<file path="src/rtl/wrwm_pkg.sv">
// Shared types and constants for the weighted recency window manager.
package wrwm_pkg;

    // Defaults for the top-level parameters
    localparam int DEF_QUEUE_DEPTH = 16;
    localparam int DEF_MAX_MEMBERS = 8;
    localparam int DEF_KEY_BITS    = 48;

    // Fixed field widths
    localparam int CNT_W    = 5;   // queue index / count, covers a depth up to 31
    localparam int CMD_W    = 3;
    localparam int KIND_W   = 3;
    localparam int MC_W     = 4;
    localparam int CAP_W    = 8;
    localparam int EV_DEPTH = 32;  // events kept per command
    localparam int EV_AW    = 5;
    localparam int EV_CNT_W = 6;

    typedef enum logic [CMD_W-1:0] {
        CMD_PAIR    = 3'd0,
        CMD_CONN    = 3'd1,
        CMD_DISC    = 3'd2,
        CMD_UNPAIR  = 3'd3,
        CMD_DEMOTE  = 3'd4,
        CMD_REBAL   = 3'd5,
        CMD_READ    = 3'd6
    } cmd_t;

    typedef enum logic [KIND_W-1:0] {
        KIND_LEAVE  = 3'd0,
        KIND_ENTER  = 3'd1,
        KIND_LIST   = 3'd2,
        KIND_DONE   = 3'd3,
        KIND_REJECT = 3'd4
    } kind_t;

    // Per-cycle operation broadcast along the cell row
    typedef enum logic [2:0] {
        CELL_HOLD,
        CELL_SHL,    // cells lo..hi-1 take right neighbor, cell hi takes din
        CELL_SHR,    // cells 1..hi take left neighbor, cell 0 takes din
        CELL_WRITE,  // cell lo takes din
        CELL_SETBG   // cell lo takes din flag only
    } cell_op_t;

    typedef struct packed {
        cell_op_t           op;
        logic [CNT_W-1:0]   lo;
        logic [CNT_W-1:0]   hi;
    } cell_ctl_t;

    typedef enum logic [3:0] {
        S_IDLE,
        S_FIND,
        S_REMOVE,
        S_MT,
        S_APPEND,
        S_DEMOTE,
        S_SUM_INIT,
        S_SUM,
        S_ROOM,
        S_RFCHK,
        S_READ,
        S_FIN,
        S_WW,
        S_OUT_RD,
        S_OUT
    } state_t;

    // What follows once room is made
    typedef enum logic [1:0] {
        P_APPEND_NEW,
        P_APPEND_MOVED,
        P_REFILL
    } post_t;

endpackage

</file>
<file path="src/rtl/wrwm_cell.sv">
// One queue entry cell: key, weight and flag, shifting with its neighbors.
module wrwm_cell import wrwm_pkg::*;
#(
    parameter int KEY_BITS = DEF_KEY_BITS,
    parameter int POS      = 0
)
(
    input  logic                clk,
    input  cell_ctl_t           ctl,
    input  logic [KEY_BITS-1:0] din_key,
    input  logic [MC_W-1:0]     din_w,
    input  logic                din_bg,
    input  logic [KEY_BITS-1:0] left_key,
    input  logic [MC_W-1:0]     left_w,
    input  logic                left_bg,
    input  logic [KEY_BITS-1:0] right_key,
    input  logic [MC_W-1:0]     right_w,
    input  logic                right_bg,
    input  logic [KEY_BITS-1:0] search_key,
    output logic [KEY_BITS-1:0] key,
    output logic [MC_W-1:0]     w,
    output logic                bg,
    output logic                match
);

    localparam logic [CNT_W-1:0] IDX = CNT_W'(POS);

    logic [KEY_BITS-1:0] key_reg, key_next;
    logic [MC_W-1:0]     w_reg, w_next;
    logic                bg_reg, bg_next;

    // Next contents from the broadcast operation
    always_comb
    begin
        key_next = key_reg;
        w_next   = w_reg;
        bg_next  = bg_reg;
        case (ctl.op)
            CELL_SHL:
            begin
                if (IDX == ctl.hi)
                begin
                    key_next = din_key;
                    w_next   = din_w;
                    bg_next  = din_bg;
                end
                else if (IDX >= ctl.lo && IDX < ctl.hi)
                begin
                    key_next = right_key;
                    w_next   = right_w;
                    bg_next  = right_bg;
                end
            end
            CELL_SHR:
            begin
                if (IDX == '0)
                begin
                    key_next = din_key;
                    w_next   = din_w;
                    bg_next  = din_bg;
                end
                else if (IDX <= ctl.hi)
                begin
                    key_next = left_key;
                    w_next   = left_w;
                    bg_next  = left_bg;
                end
            end
            CELL_WRITE:
            begin
                if (IDX == ctl.lo)
                begin
                    key_next = din_key;
                    w_next   = din_w;
                    bg_next  = din_bg;
                end
            end
            CELL_SETBG:
            begin
                if (IDX == ctl.lo)
                    bg_next = din_bg;
            end
            default:
            begin
            end
        endcase
    end

    always_ff @(posedge clk)
    begin
        key_reg <= key_next;
        w_reg   <= w_next;
        bg_reg  <= bg_next;
    end

    assign key   = key_reg;
    assign w     = w_reg;
    assign bg    = bg_reg;
    assign match = (key_reg == search_key);

endmodule

</file>
<file path="config.mk">
export PLATFORM = sky130hd
export DESIGN_NAME = wrwm_cell
export DESIGN_NICKNAME = d
export VERILOG_FILES = /design/src/rtl/wrwm_pkg.sv /design/src/rtl/wrwm_cell.sv
export SDC_FILE = /design/constraint.sdc
export NUM_CORES = 1
export LEC_CHECK = 0
export BUFFER_PORTS_ARGS = -buffer_cell sky130_fd_sc_hd__buf_2
export CAP_MARGIN = 15
export CORE_AREA = 5 5 102 104
export DETAILED_ROUTE_END_ITERATION = 10
export DIE_AREA = 0 0 107 109
export PLACE_DENSITY = 0.7
export SETUP_SLACK_MARGIN = 0.15
export SLEW_MARGIN = 15
export SYNTH_ARGS = -nofsm -noshare
export SYNTH_HDL_FRONTEND = slang
export SYNTH_SLANG_ARGS = --single-unit
</file>
<file path="constraint.sdc">
create_clock -name clk -period 9.96 [get_ports clk]
set_input_delay 0.996 -clock clk [delete_from_list [all_inputs] [get_ports clk]]
set_output_delay 0.996 -clock clk [all_outputs]
set_load 0.02 [all_outputs]
</file>
# Word level (Yosys, flattened, before mapping)
# Index checks and enable logic that the tools add are counted.
# totals
reg_bits,53
output_inout_bits,54
# op_classes
magnitude_cmp,2
n_eq_ne,8
n_mux,12
reduce_logical,8
# op_table
operator,count
$mux 48,3
$pmux 48 s3,1
$eq 48x48->1,1
$mux 4,3
$pmux 4 s3,1
$logic_not 5->1,2
$eq 3x2->1 const B,2
$reduce_and 3->1,2
$reduce_bool 3->1,2
$ge 1x5->1 const A,1
$lt 1x5->1 const A,1
$eq 3x1->1 const B,1
$eq 3x3->1 const B,1
$mux 1,3
$ne 3x3->1 const B,1
$pmux 1 s3,1
$ne 2x1->1 const B,1
$ne 2x2->1 const B,1
$reduce_or 2->1,1
$logic_and 1x1->1,1

# Longest topological paths before layout
# logic_depth
depth_word,5
ltp_mapped,5
ltp_nobuf,4

# Worst setup path after synthesis
# OpenSTA, ideal clock, no wires.
# synth_path
path_kind,in2reg
start,input ctl[6] in the netlist's numbering
end,"register key_reg[0], in the netlist key[0] (enable)"
setup_ps,479
arrival_time_ps,4293
t_required_ps,9481
slack_ps,5187
stages,4
cell_sequence,or4_1 > nor2_1 > o21ai_0 > a21oi_1
# synth_between
elab_chain_len,4
# synth_lines
element,line,source
from (decl),wrwm_cell.sv:9,"input cell_ctl_t ctl,"
$ge 1x5->1,wrwm_cell.sv:47,else if (IDX >= ctl.lo && IDX < ctl.hi)
$logic_and 1x1->1,wrwm_cell.sv:47,
$ne 3x3->1 (no line),--,
$reduce_and 3->1 (no line) *,--,
to (signal assigned),wrwm_cell.sv:91,key_reg <= key_next;
to (decl),wrwm_cell.sv:28,"logic [KEY_BITS-1:0] key_reg, key_next;"
# Mark *: on every way between the ends. The rest lies on a longest branch, timed or not.
# A chain may end at the register's enable or synchronous reset.

# Final worst setup path
# layout_path
start,input search_key[40]
end,output match
# layout_between
elab_chain_len,1
# layout_lines
element,line,source
from (decl),wrwm_cell.sv:19,"input logic [KEY_BITS-1:0] search_key,"
$eq 48x48->1,wrwm_cell.sv:99,assign match = (key_reg == search_key);
to (decl),wrwm_cell.sv:23,output logic match
# No other way between the ends.

==> tab_implementation.tex <==
\begin{tabular}{lr}
\hline
Metric & Value \\
\hline
\multicolumn{2}{l}{\textbf{Timing}} \\
Shortest clock period the worst path allows after layout & 3220 ps \\
Slew at the pin closest to its max-slew limit & 854 ps \\
Unrepaired setup endpoints after global routing & false \\
Maximum achievable frequency & 0.310 GHz \\
Sum Neg Setup Slack & 0 ps \\
Final setup violating endpoints & 0 \\
Slew margin rel. & 43.0\% \\
Final period utilization & 32.3\% \\
Worst slack on hold paths & 991 ps \\
Slew Limit Fails & 0 \\
Worst path setup slack after routing & 6740 ps \\
Number of hold violations in the final report & 0 \\
\multicolumn{2}{l}{\textbf{Power}} \\
Net Sw Frac & 25.6\% \\
Register share of total power & 54.1\% \\
Clock network fraction of design power & 23.3\% \\
Comb pwr share & 22.6\% \\
Pwr Density & 119 nW/µm² \\
Maximum vdd ir drop & 0.0501 mV \\
Standby leakage power & 1.86 nW \\
Sw power & 0.128 mW \\
Total power draw & 0.499 mW \\
Int Power & 0.371 mW \\
\multicolumn{2}{l}{\textbf{Cells and area}} \\
Utilization after layout & 44.2\% \\
Layout net count & 639 \\
Non-Filler Instances & 533 \\
Sequential cell area in the final layout & 1590 µm² \\
Number of flip-flops in the largest register & 48 \\
Total area of multi-input combinational cells & 1240 µm² \\
Count of antenna diodes in the layout & 0 \\
Share of cells above drive strength 1 & 68.0\% \\
Post-route standard cell area excluding fillers & 4180 µm² \\
Synthesis-to-finish area growth & 44.1\% \\
Fill count & 916 \\
\multicolumn{2}{l}{\textbf{Routing}} \\
Detailed-route DRC error count & 0 \\
Final routed wire length divided by cell count & 15.7 µm \\
Count of antenna-violating nets left after detailed routing & 0 \\
Overall via count from detail\_route & 2,387 \\
Sum of routed wire length over all layers & 8340 µm \\
Drt via density & 4.48 \\
Initial DRC Count & 67 \\
Pre-antenna DRT Iters & 4 \\
\multicolumn{2}{l}{\textbf{Placement}} \\
Cell count after placement & 525 \\
PortBufs & 221 \\
DP Area & 4100 µm² \\
Dpl ws & 6430 ps \\
Last weighted congestion value of the routability-driven placer & 0.739 \\
HPWL Detailed & 7020 µm \\
\multicolumn{2}{l}{\textbf{Clock network}} \\
Number of buffers added to fix hold violations after cts & 0 \\
Cells resized by post-CTS repair & 0 \\
Root buffer cell & clkbuf\_8 \\
Clock tree from TritonCTS & built \\
Post-CTS setup repair buffer count & 0 \\
Clock Pin Slew Worst Setup and Hold Paths & 90 ps \\
Clock Tree Buf Depth & 2 \\
Clock sink total & 53 \\
Total CTS buffers & 5 \\
Number of levels the H-tree was split into & 2 \\
\multicolumn{2}{l}{\textbf{Synth}} \\
Mapped Cells & 193 \\
Post-synth EDFFs & 53 \\
Top post-synthesis cells by area & edfxtp\_1 (55\%), mux2\_2 (21\%), xor2\_1 (14\%), buf\_8 (2.6\%), nor4\_1 (2.6\%) \\
Share of the yosys chip area belonging to registers & 54.9\% \\
Number of nets produced by synthesis & 414 \\
Fraction of synthesized cell area taken by the top area cell type & 54.9\% \\
Library cell occupying the most area in the post-synthesis netlist & edfxtp\_1 \\
Synthesized area & 2900 µm² \\
Top post-synthesis cells by count & edfxtp\_1 (53), mux2\_2 (53), xor2\_1 (48) \\
Share of synthesized flip-flops with an asynchronous set or reset & 0\% \\
Yosys reg bits & 53 \\
Post-synth cell types & 21 \\
Synth warnings & 0 \\
Prevailing post-synth register cell & edfxtp\_1 \\
Synth Area per Inst & 15.0 µm² \\
\multicolumn{2}{l}{\textbf{Worst setup path}} \\
Most prevalent standard cell on the critical path & buf\_2 \\
Type of the worst setup path & input pin to output pin \\
Largest stage delay on the critical path & 400 ps \\
Cell family with most CP delay & simple AND/OR/NAND/NOR gates \\
Required time reported for the critical path endpoint & 8960 ps \\
Kind of end point of the critical path & output pin \\
Kind of start point of the critical path & input pin \\
Combined buffer and inverter count along the critical path & 2 \\
Critical path cell sequence & buf\_2 -> xor2\_1 -> nor4\_1 -> nand4\_1 -> nor3\_1 -> buf\_2 \\
Slowest CP cell & nor4\_1 \\
Endpoint arrival time on the critical path & 2220 ps \\
Largest fanout of any net on the critical path & 1 \\
\multicolumn{2}{l}{\textbf{GRT}} \\
Initial antenna violation count & 0 \\
Number of global-route vias before repair & 2,458 \\
GRT overflow & 0 \\
Largest net degree at the start of global routing & 29 \\
Overall global routing resource usage & 13.2\% \\
Global-route wire length before repair & 12,000 µm \\
\multicolumn{2}{l}{\textbf{Floorplanning}} \\
Die width & 107 µm \\
Die ar. & 11,700 µm² \\
Starting density of the core & 30.7\% \\
Num rows & 36 \\
Ports & 275 \\
Floorplan Core Area & 9460 µm² \\
Chip Height & 109 µm \\
\multicolumn{2}{l}{\textbf{Run status}} \\
Result of the run & completed \\
\multicolumn{2}{l}{\textbf{Run}} \\
Number of max-cap violations & 0 \\
\multicolumn{2}{l}{\textbf{Min path}} \\
Path class of the lowest-slack min-delay path & input pin to flop \\
\hline
\end{tabular}
## layout make-up
class                      instances  share of cell area [%]
multi-input combinational        134                    29.7
inverter                           1                  0.0898
timing repair buffer             223                    26.8
tap                              114                    3.41
sequential                        53                    38.1
clock buffer                       8                    1.92
## metal layers
| metal | part of all wire (%) | vias up | global-route usage, % |
|---|---|---|---|
| met1 | 38 | 1094 | 15.5 |
| met2 | 53 | 108 | 24.2 |
| li1 | - | 1178 | - |
| met5 | 0 | - | 0 |
| met3 | 7.6 | 7 | 3.20 |
| met4 | 1.0 | 0 | 3.47 |
## layout by cell type, fill, tap and decap left out
cell type  Yosys  routed
or4_1          1       1
clkbuf_8       0       5
inv_1          1       1
o21ai_4        1       1
clkbuf_1       0       3
buf_4          0       2
or4_4          1       1
nor2_1         1       1
a22oi_1        1       1
nand2_1        2       2
mux2_2        53      53
edfxtp_1      53      53
o21ai_0        2       2
xor2_1        48      48
a21oi_4        0       1
o22ai_1        1       1
buf_2          0     221
nor3_1         3       3
or2_4          1       1
a21boi_0       1       1
nor4_1        12      12
nand2b_1       1       1
nor2b_1        1       1
nand4_1        3       3
## worst paths after layout
kind / from / end / cells after the start / slack [ps]
max: search_key[40] / match / 6 / 6740
min: right_key[18] / key[18]$_DFFE_PP_ / 2 / 990
## power by group through the flow
stage / Clock (mW) / Combinational (mW) / Sequential, mW
2_1_floorplan: 0 / 0.0449 / 0.292
3_3_place_gp: 0 / 0.112 / 0.275
3_5_place_dp: 0 / 0.114 / 0.275
4_1_cts: 0.123 / 0.115 / 0.270
5_1_grt: 0.131 / 0.123 / 0.272
6_report: 0.116 / 0.113 / 0.270
## logic make-up (layout without fill, tap and decap cells)
| family | after synthesis | after routing | synth area share [%] |
|---|---|---|---|
| xor+xnor | 48 | 48 | 14.5 |
| mux | 53 | 53 | 20.6 |
| compound gates | 7 | 7 | 1.81 |
| simple gates | 26 | 26 | 5.52 |
| buf+inv | 6 | 232 | 2.72 |
| flops | 53 | 53 | 54.9 |
Note: power is estimated with default switching activity, not from simulation.
